[config.mk]
export PLATFORM = sky130hd
export DESIGN_NAME = scalar_kalman_filter_core
export DESIGN_NICKNAME = d
export VERILOG_FILES = /design/src/hdl/skf_pkg.sv /design/src/hdl/skf_seq.sv /design/src/hdl/skf_dp.sv /design/src/hdl/scalar_kalman_filter_core.sv
export SDC_FILE = /design/constraint.sdc
export NUM_CORES = 2
export LEC_CHECK = 0
export ABC_AREA = 1
export BUFFER_PORTS_ARGS = -buffer_cell sky130_fd_sc_hd__buf_2
export CORE_MARGIN = 1.5
export CORE_UTILIZATION = 60
export DETAILED_ROUTE_END_ITERATION = 6
export MAX_ROUTING_LAYER = met4
export PLACE_DENSITY = 0.77
export SETUP_SLACK_MARGIN = 0.2
export SLEW_MARGIN = 20
export SYNTH_ARGS = -nofsm -noshare
export SYNTH_HDL_FRONTEND = slang
export SYNTH_HIERARCHICAL = 1
export SYNTH_SLANG_ARGS = --single-unit
[constraint.sdc]
create_clock -name clk -period 9.6 [get_ports clk]
set_clock_uncertainty 0.1 [all_clocks]
set_input_delay 0.48 -clock clk [delete_from_list [all_inputs] [get_ports clk]]
set_output_delay 0.48 -clock clk [all_outputs]
set_load 0.1 [all_outputs]
[src/hdl/skf_pkg.sv]
// ----------------------------------------------------------------------------
// skf_pkg
// Types, constants and microcode program of the scalar Kalman filter core.
// ----------------------------------------------------------------------------
package skf_pkg;

    localparam int COV_W       = 32;
    localparam int NOISE_W     = 16;
    localparam int NOISE_SHIFT = 8;
    localparam int PC_W        = 4;
    localparam int CFG_IDX_W   = 2;

    localparam logic [NOISE_W-1:0] Q_RESET     = 16'd1280;
    localparam logic [NOISE_W-1:0] R_RESET     = 16'd2560;
    localparam logic [31:0]        LIMIT_RESET = 32'd256000;

    typedef enum logic [CFG_IDX_W-1:0] {
        CFG_PROCESS_NOISE = 2'd0,
        CFG_MEASURE_NOISE = 2'd1,
        CFG_SAMPLE_LIMIT  = 2'd2
    } cfg_idx_t;

    typedef enum logic [3:0] {
        OP_WAIT,
        OP_PMID,
        OP_DEN,
        OP_DIV,
        OP_GAIN,
        OP_MULX,
        OP_UPDX,
        OP_UPDP,
        OP_CLAMP
    } op_t;

    typedef enum logic [2:0] {
        COND_NONE,
        COND_ALWAYS,
        COND_IDLE,
        COND_CLAMP,
        COND_CNT
    } cond_t;

    typedef struct packed {
        op_t             op;
        cond_t           cond;
        logic [PC_W-1:0] target;
        logic            emit;
    } ctrl_t;

    typedef struct packed {
        logic clamp;
        logic cnt_nz;
        logic out_full;
    } stat_t;

    localparam logic [PC_W-1:0] PC_WAIT  = 4'd0;
    localparam logic [PC_W-1:0] PC_PMID  = 4'd1;
    localparam logic [PC_W-1:0] PC_DEN   = 4'd2;
    localparam logic [PC_W-1:0] PC_DIV   = 4'd3;
    localparam logic [PC_W-1:0] PC_GAIN  = 4'd4;
    localparam logic [PC_W-1:0] PC_MULX  = 4'd5;
    localparam logic [PC_W-1:0] PC_UPDX  = 4'd6;
    localparam logic [PC_W-1:0] PC_UPDP  = 4'd7;
    localparam logic [PC_W-1:0] PC_CLAMP = 4'd8;

    function automatic ctrl_t skf_rom(input logic [PC_W-1:0] addr);
        ctrl_t w;
        case (addr)
            PC_WAIT:  w = '{OP_WAIT,  COND_IDLE,   PC_WAIT,  1'b0};
            PC_PMID:  w = '{OP_PMID,  COND_CLAMP,  PC_CLAMP, 1'b0};
            PC_DEN:   w = '{OP_DEN,   COND_NONE,   PC_WAIT,  1'b0};
            PC_DIV:   w = '{OP_DIV,   COND_CNT,    PC_DIV,   1'b0};
            PC_GAIN:  w = '{OP_GAIN,  COND_NONE,   PC_WAIT,  1'b0};
            PC_MULX:  w = '{OP_MULX,  COND_NONE,   PC_WAIT,  1'b0};
            PC_UPDX:  w = '{OP_UPDX,  COND_NONE,   PC_WAIT,  1'b0};
            PC_UPDP:  w = '{OP_UPDP,  COND_ALWAYS, PC_WAIT,  1'b1};
            PC_CLAMP: w = '{OP_CLAMP, COND_ALWAYS, PC_WAIT,  1'b1};
            default:  w = '{OP_WAIT,  COND_ALWAYS, PC_WAIT,  1'b0};
        endcase
        return w;
    endfunction

endpackage

[src/hdl/skf_seq.sv]
// ----------------------------------------------------------------------------
// skf_seq
// Microcode sequencer: step counter, program lookup and conditional jumps.
// ----------------------------------------------------------------------------
module skf_seq
    import skf_pkg::*;
(
    input  logic  clk,
    input  logic  rst_n,
    input  logic  in_valid,
    input  stat_t stat,
    output ctrl_t ctrl,
    output logic  run
);

    logic [PC_W-1:0] pc_reg;
    logic [PC_W-1:0] pc_next;
    logic            take;

    always_ff @(posedge clk or negedge rst_n)
    begin
        if (!rst_n)
        begin
            pc_reg <= PC_WAIT;
        end
        else
        begin
            pc_reg <= pc_next;
        end
    end

    always_comb
    begin
        ctrl = skf_rom(pc_reg);
        run  = !(ctrl.emit && stat.out_full);
        case (ctrl.cond)
            COND_NONE:   take = 1'b0;
            COND_ALWAYS: take = 1'b1;
            COND_IDLE:   take = !in_valid;
            COND_CLAMP:  take = stat.clamp;
            COND_CNT:    take = stat.cnt_nz;
            default:     take = 1'b0;
        endcase
        if (!run)
        begin
            pc_next = pc_reg;
        end
        else if (take)
        begin
            pc_next = ctrl.target;
        end
        else
        begin
            pc_next = pc_reg + 1'b1;
        end
    end

endmodule

[src/hdl/skf_dp.sv]
// ----------------------------------------------------------------------------
// skf_dp
// Filter datapath: state, restoring divider step, shared multiplier, output
// register.
// ----------------------------------------------------------------------------
module skf_dp
    import skf_pkg::*;
#(
    parameter int SAMPLE_WIDTH   = 20,
    parameter int GAIN_FRAC_BITS = 16
)
(
    input  logic                    clk,
    input  logic                    rst_n,
    input  ctrl_t                   ctrl,
    input  logic                    run,
    input  logic                    in_valid,
    input  logic [SAMPLE_WIDTH-1:0] measurement,
    input  logic [NOISE_W-1:0]      q_cfg,
    input  logic [NOISE_W-1:0]      r_cfg,
    input  logic [SAMPLE_WIDTH-1:0] limit_cfg,
    input  logic                    out_ready,
    output logic                    out_valid,
    output logic [SAMPLE_WIDTH-1:0] estimate,
    output logic                    clamped,
    output stat_t                   stat
);

    localparam int SW    = SAMPLE_WIDTH;
    localparam int G     = GAIN_FRAC_BITS;
    localparam int PW    = G + 1 + COV_W;
    localparam int CNT_W = $clog2(G + 1);

    localparam logic [G:0]       ONE_G = {1'b1, {G{1'b0}}};
    localparam logic [G:0]       MASK_G = ONE_G - 1'b1;
    localparam logic [CNT_W-1:0] CNT_INIT = CNT_W'(G);

    logic [SW-1:0]      z_reg;
    logic [SW-1:0]      x_reg;
    logic [COV_W-1:0]   p_reg;
    logic [COV_W-1:0]   pmid_reg;
    logic [COV_W:0]     den_reg;
    logic [COV_W+1:0]   rem_reg;
    logic [G:0]         quot_reg;
    logic [G-1:0]       gain_reg;
    logic [SW-1:0]      diff_reg;
    logic               neg_reg;
    logic [PW-1:0]      prod_reg;
    logic [CNT_W-1:0]   cnt_reg;
    logic               out_valid_reg;
    logic [SW-1:0]      est_out_reg;
    logic               clamped_reg;

    logic [COV_W:0]     pmid_sum;
    logic [COV_W-1:0]   pmid_next;
    logic [COV_W:0]     den_next;
    logic               div_ge;
    logic [COV_W+1:0]   rem_sub;
    logic [G-1:0]       gain_next;
    logic [G:0]         mul_a;
    logic [COV_W-1:0]   mul_b;
    logic [PW-1:0]      prod_adj;
    logic [SW-1:0]      corr;
    logic [SW-1:0]      x_next;

    always_comb
    begin
        pmid_sum  = {1'b0, p_reg} + (COV_W + 1)'({q_cfg, {NOISE_SHIFT{1'b0}}});
        pmid_next = pmid_sum[COV_W] ? {COV_W{1'b1}} : pmid_sum[COV_W-1:0];
        den_next  = {1'b0, pmid_reg} + (COV_W + 1)'({r_cfg, {NOISE_SHIFT{1'b0}}});

        div_ge  = rem_reg >= {1'b0, den_reg};
        rem_sub = div_ge ? (rem_reg - {1'b0, den_reg}) : rem_reg;

        if (den_reg == '0)
        begin
            gain_next = '0;
        end
        else if (quot_reg[G])
        begin
            gain_next = '1;
        end
        else
        begin
            gain_next = quot_reg[G-1:0];
        end

        if (ctrl.op == OP_MULX)
        begin
            mul_a = {1'b0, gain_reg};
            mul_b = COV_W'(diff_reg);
        end
        else
        begin
            mul_a = ONE_G - {1'b0, gain_reg};
            mul_b = pmid_reg;
        end

        prod_adj = prod_reg + (neg_reg ? PW'(MASK_G) : '0);
        corr     = prod_adj[G +: SW];
        x_next   = neg_reg ? (x_reg - corr) : (x_reg + corr);
    end

    always_ff @(posedge clk or negedge rst_n)
    begin
        if (!rst_n)
        begin
            x_reg         <= '0;
            p_reg         <= '0;
            out_valid_reg <= 1'b0;
        end
        else
        begin
            if (ctrl.emit && run)
            begin
                out_valid_reg <= 1'b1;
            end
            else if (out_ready)
            begin
                out_valid_reg <= 1'b0;
            end
            case (ctrl.op)
                OP_UPDX:
                begin
                    x_reg <= x_next;
                end
                OP_UPDP:
                begin
                    if (run)
                    begin
                        p_reg <= prod_reg[G +: COV_W];
                    end
                end
                default:
                begin
                end
            endcase
        end
    end

    always_ff @(posedge clk)
    begin
        case (ctrl.op)
            OP_WAIT:
            begin
                if (in_valid)
                begin
                    z_reg <= measurement;
                end
            end
            OP_PMID:
            begin
                pmid_reg <= pmid_next;
            end
            OP_DEN:
            begin
                den_reg <= den_next;
                rem_reg <= {2'b00, pmid_reg};
                cnt_reg <= CNT_INIT;
            end
            OP_DIV:
            begin
                rem_reg  <= {rem_sub[COV_W:0], 1'b0};
                quot_reg <= {quot_reg[G-1:0], div_ge};
                cnt_reg  <= cnt_reg - 1'b1;
            end
            OP_GAIN:
            begin
                gain_reg <= gain_next;
                neg_reg  <= z_reg < x_reg;
                diff_reg <= (z_reg < x_reg) ? (x_reg - z_reg) : (z_reg - x_reg);
            end
            OP_MULX, OP_UPDX:
            begin
                prod_reg <= mul_a * mul_b;
            end
            OP_UPDP:
            begin
                if (run)
                begin
                    est_out_reg <= x_reg;
                    clamped_reg <= 1'b0;
                end
            end
            OP_CLAMP:
            begin
                if (run)
                begin
                    est_out_reg <= limit_cfg;
                    clamped_reg <= 1'b1;
                end
            end
            default:
            begin
            end
        endcase
    end

    assign stat.clamp    = z_reg > limit_cfg;
    assign stat.cnt_nz   = cnt_reg != '0;
    assign stat.out_full = out_valid_reg && !out_ready;

    assign out_valid = out_valid_reg;
    assign estimate  = est_out_reg;
    assign clamped   = clamped_reg;

endmodule

[src/hdl/scalar_kalman_filter_core.sv]
// ----------------------------------------------------------------------------
// scalar_kalman_filter_core
// One-dimensional Kalman filter for distance samples, microcode controlled.
// ----------------------------------------------------------------------------
// Each accepted measurement gives one result. A measurement above
// sample_limit returns the limit with clamped set, leaving the state alone;
// the result register then loads from the clamp step that follows the
// prediction step. Otherwise the item goes through the steps PMID, DEN,
// DIV, GAIN, MULX, UPDX and UPDP: the gain divider produces one quotient
// bit per cycle, GAIN_FRAC_BITS + 1 in all, and the multiplies share one
// registered multiplier. One item is in flight at a time; a finished result
// waits in the output register while the next item is taken, and the next
// result step stalls until it leaves. Configuration is written through
// cfg_we/cfg_index/cfg_data; the user must write it only while the block
// is idle, and the block itself does not enforce this.
module scalar_kalman_filter_core
    import skf_pkg::*;
#(
    parameter int SAMPLE_WIDTH   = 20,
    parameter int GAIN_FRAC_BITS = 16
)
(
    input  logic                    clk,
    input  logic                    rst_n,
    input  logic                    cfg_we,
    input  logic [CFG_IDX_W-1:0]    cfg_index,
    input  logic [(SAMPLE_WIDTH > NOISE_W ? SAMPLE_WIDTH : NOISE_W)-1:0] cfg_data,
    input  logic                    in_valid,
    output logic                    in_ready,
    input  logic [SAMPLE_WIDTH-1:0] measurement,
    output logic                    out_valid,
    input  logic                    out_ready,
    output logic [SAMPLE_WIDTH-1:0] estimate,
    output logic                    clamped
);

    logic [NOISE_W-1:0]      q_reg;
    logic [NOISE_W-1:0]      r_reg;
    logic [SAMPLE_WIDTH-1:0] limit_reg;
    ctrl_t                   ctrl;
    stat_t                   stat;
    logic                    run;

    always_ff @(posedge clk or negedge rst_n)
    begin
        if (!rst_n)
        begin
            q_reg     <= Q_RESET;
            r_reg     <= R_RESET;
            limit_reg <= LIMIT_RESET[SAMPLE_WIDTH-1:0];
        end
        else if (cfg_we)
        begin
            case (cfg_index)
                CFG_PROCESS_NOISE: q_reg     <= cfg_data[NOISE_W-1:0];
                CFG_MEASURE_NOISE: r_reg     <= cfg_data[NOISE_W-1:0];
                CFG_SAMPLE_LIMIT:  limit_reg <= cfg_data[SAMPLE_WIDTH-1:0];
                default:
                begin
                end
            endcase
        end
    end

    skf_seq u_seq (
        .clk      (clk),
        .rst_n    (rst_n),
        .in_valid (in_valid),
        .stat     (stat),
        .ctrl     (ctrl),
        .run      (run)
    );

    skf_dp #(
        .SAMPLE_WIDTH   (SAMPLE_WIDTH),
        .GAIN_FRAC_BITS (GAIN_FRAC_BITS)
    ) u_dp (
        .clk         (clk),
        .rst_n       (rst_n),
        .ctrl        (ctrl),
        .run         (run),
        .in_valid    (in_valid),
        .measurement (measurement),
        .q_cfg       (q_reg),
        .r_cfg       (r_reg),
        .limit_cfg   (limit_reg),
        .out_ready   (out_ready),
        .out_valid   (out_valid),
        .estimate    (estimate),
        .clamped     (clamped),
        .stat        (stat)
    );

    assign in_ready = ctrl.op == OP_WAIT;

`ifndef SYNTH
    a_one_in_flight: assert property (@(posedge clk) disable iff (!rst_n)
        in_valid && in_ready |=> !in_ready)
        else $error("second item accepted while one is in flight");

    a_clamp_value: assert property (@(posedge clk) disable iff (!rst_n)
        out_valid && clamped |-> estimate == limit_reg)
        else $error("bypassed result differs from limit");

    a_emit_not_lost: assert property (@(posedge clk) disable iff (!rst_n)
        ctrl.emit && out_valid && !out_ready |=> ctrl.emit && out_valid)
        else $error("result step advanced over a pending result");
`endif

endmodule

Yosys cells after proc, flatten, opt, wreduce, memory -nomap -nowiden
Memory sizes are Yosys's and may differ from the RTL's.
Cells that the tools add are included.
- flip-flop bits (word level): 356
- memory bits (read-only): 176
- input bits: 47
- output and inout bits: 23
- logic and storage cells: 91
- memories kept: 1
- $add $sub $neg: 11
- multiply operators: 1
- order comparisons: 3
- equal/unequal tests: 16
- multiplexer cells: 19
- bitwise logic cells: 1
- reduce and logical (&&, ||, !) cells: 20
- memory list (memory ; depth ; width ; rd ports ; clocked after memory_dff ; write ports ; line ; source):
    (no name shown) ; 16 ; 11 ; 1 ; 0 ; 0 ; skf_pkg.sv:68 ; case (addr)
- operators with widths (cell ; count):
    2-to-1 mux 20 bit ; 4
    one-hot mux 34 bit (2 select lines) ; 1
    adder 32 x 24 -> 33 bit ; 2
    subtractor 20 bit ; 3
    multiplier 17 x 32 -> 48 bit ; 1
    one-hot mux 20 bit (2 select lines) ; 1
    adder 36 x 16 -> 36 bit ; 1
    >= comparator 34 x 33 -> 1 bit ; 1
    zero test 33 bit ; 1
    2-to-1 mux 33 bit ; 1
    subtractor 33 bit ; 1
    2-to-1 mux 16 bit ; 2
    2-to-1 mux 32 bit ; 1
    adder 20 bit ; 1
    > comparator 20 bit ; 1
    < comparator 20 bit ; 1
    2-to-1 mux 17 bit ; 1
    subtractor 17 x 16 -> 17 bit, first input constant ; 1
    == test 4 x 3 -> 1 bit, second input constant ; 4
    one-hot mux 5 bit (2 select lines) ; 1
    AND reduction 2 bit ; 5
    == test 4 x 2 -> 1 bit, second input constant ; 2
    == test 3 x 2 -> 1 bit, second input constant ; 2
    nonzero test 2 bit ; 3
    other kinds (21) ; 29

Depth between registers and ports, before layout
- word-level depth: 6
- gate-level depth with buffers: 42
- mapped depth without buffers: 41

Cells and area by module
The synthesis kept the hierarchy.
- by module, submodules not included (module ; times used ; cells each ; area an instance (sq um) ; seq. area each (sq um)):
    skf_dp ; 1 ; 4722 ; 37770.0 ; 8743.4
    scalar_kalman_filter_core ; 1 ; 236 ; 2213.4 ; 1313.8
    skf_seq ; 1 ; 64 ; 476.7 ; 100.1

Worst setup path after synthesis
No wires, ideal clock.
- path kind: reg2reg
- start: reg u_seq.pc_reg[1]
- end: reg u_dp.prod_reg[46], data pin
- library setup time: 0.262 ns
- arrival: 7.318 ns
- data required time: 9.238 ns
- slack: 1.921 ns
- cell stages (with the launch flop): 37
- path buffers: 3
- period minus slack after synthesis: 7.679 ns
- cells stage by stage: dfrtp_1 > inv_1 > ha_1 > nand3_1 > inv_1 > nor2_1 > inv_1 > nor3_4 > inv_1 > buf_2 > buf_1 > o21ai_1 > clkbuf_1 > nand2_1 > fa_1 > inv_1 > fa_1 > inv_1 > fa_1 > inv_1 > fa_1 > fa_1 > inv_1 > fa_1 > inv_1 > ha_1 > a21oi_1 > inv_1 > nor2_1 > inv_1 > a21oi_1 > o21ai_0 > a21oi_1 > o21ai_1 > a21oi_1 > o21ai_1 > xor2_1
- RTL lines (what ; line ; source):
    start, declared ; skf_seq.sv:16 ; logic [PC_W-1:0] pc_reg;
    start signal, assigned ; skf_seq.sv:28 ; pc_reg <= pc_next;
    end signal, assigned ; skf_dp.sv:175 ; prod_reg <= mul_a * mul_b;
    end, declared ; skf_dp.sv:48 ; logic [PW-1:0] prod_reg;

==> qor.csv <==
stage,metric,value,unit
status,status,finished clean,
final_layout,Total Nets Final,5871,
placed_design,routability cong.,1.035,
flow_run,max-cap violations,0,
detailed_routing,DRC marker count from the first detailed-route iteration,3633,
min_path,Hold Crit Class,in2reg,
critical_path,Worst Path Required,9820,ps
detailed_routing,total wire length,122900,um
detailed_routing,Initial DRT Pass Iterations,6,
critical_path,cell mode on critical path,inv_1,
cts,Clock Path Buffers,3,
cts,clock root buffer,clkbuf_16,
synth,YS warnings,6,
cts,"Reg clk slew, reported paths",60,ps
critical_path,crit end category,register,
detailed_routing,met3 routed WL,14110,um
die,Die W,262.6,um
sta,relative slew slack,0.3142,
detailed_routing,DR vias,34071,
final_layout,"most common cell after layout, fill and taps aside",nand2_1,
grt,first-pass GRT wire length,191600,um
die,I/O pins,70,
detailed_routing,post-route ant nets,0,
detailed_routing,M1 wire length,50750,um
grt,vias in the first global route,33652,
grt,grt ovf,0,
critical_path,CP max FO,23,
synth,Post-Synthesis Cells,5016,
placed_design,Post-DP HPWL,97980,um
grt,largest net degree at the start of global routing,68,
synth,syn_nets,5801,
sta,crit share post-route,0.9310,
final_layout,share of cells above drive strength 1,0.06447,
die,Core Rows,94,
cts,CTS buffer count,41,
detailed_routing,DR top layer,met4,
sta,final setup violation count,0,
sta,Tmin final,8937,ps
sta,Slew @ Worst Pin,1029,ps
synth,syn avg cell area,8.059,um^2
synth,synthesized area,0.04043,mm^2
sta,Final Max Slew Viols,0,
critical_path,r2r worst-path depth,33,
min_path,worst hold path stage count,3,
final_layout,max FFs per register,48,
sta,Setup TNS,0,ps
grt,GRT Resource Usage Total,0.3713,
detailed_routing,DRC viols,0,
die,die area,0.06894,mm^2
final_layout,"commonest non-fill, non-tap cells in the layout","nand2_1 (1195), inv_1 (1035), fa_1 (454)",
sta,RSZ-0062 raised after global routing,no,
cts,clock latency on the worst-skew pair,590,ps
sta,f_max,111.9,MHz
critical_path,WS Path Type,reg2reg,
critical_path,max incr delay on CP,690,ps
cts,htree depth,2,
final_layout,synthesis-to-layout area growth,7.574,%
die,Die Height,262.6,um
critical_path,CP startpoint kind,register,
critical_path,CP arrival,9160,ps
placed_design,IO buf count,69,
die,initial core utilization,0.6105,
detailed_routing,met2 WL,53780,um
grt,initial antenna violation count,4,
cts,clk sinks,356,
critical_path,crit path max-delay cell type,fa_1,
detailed_routing,wire per inst,20.52,um
cts,TritonCTS clock tree,yes,
sta,final hold vios,0,
detailed_routing,drt via density,5.691,
die,CORE AREA,0.06622,mm^2
routing by layer:
layer  vias to the layer above  GRT usage
met4                         0     0.1098
met5                         -          -
met1                     16315     0.5027
met3                       264    0.09708
li1                      15737          -
met2                      1755     0.5501
area by class of cell:
cell class                 count  area (um^2)
antenna                        4        10.01
clock buffer                  56         1112
clock inverter                20        267.8
fill                        5738        22730
inverter                    1060         4005
multi-input combinational   3464        25730
sequential                   356        10160
tap                          864         1081
timing repair buffer         162         1116
timing repair inverter         1        7.507
stage by stage:
step	cell area [um^2]	hold WS [ps]	setup slack [ps]	instances	util
global route	43490	15.66	235.4	5987	0.6568
detailed placement	41790	338.2	413.2	5881	0.6311
floorplan	40430	84.41	1932	5016	-
finish	43490	24.83	662.8	5987	0.6568
CTS	43400	5.489	309.3	5980	0.6554
global placement	41790	332.4	453.2	5881	0.6311
critical path: cells and delay by family (launching register included):
| family | cells | cell delay (ps) |
|---|---|---|
| buf+inv | 10 | 1350 |
| simple gates | 5 | 1280 |
| flops | 1 | 440 |
| fa+ha+maj | 8 | 3780 |
| xor+xnor | 1 | 150 |
| compound gates | 9 | 1500 |
final timing paths:
check | startpoint | end | slack [ps]
max in group asynchronous | rst_n | u_dp/p_reg[10] | 7780
worst max register to register | u_seq/pc_reg[0] | u_dp/prod_reg[46] | 660
worst min register to register | u_dp/quot_reg[1] | u_dp/quot_reg[2] | 350
worst min-delay path | cfg_data[16] | limit_reg[16] | 20
worst max-delay path | u_seq/pc_reg[0] | u_dp/prod_reg[46] | 660
min in group asynchronous | rst_n | u_dp/x_reg[13] | 380
timing repair:
item                                    in CTS  in global routing
hold buffers                                23                  0
resized for setup                            0                 10
endpoints found under the setup margin       0                 24
buffers inserted                             0                  2
hold endpoints to repair                    69                  0
Power is left out: the tool's default activity adds up to more than one toggle a clock period on the data nets, which glitch-free logic cannot reach.
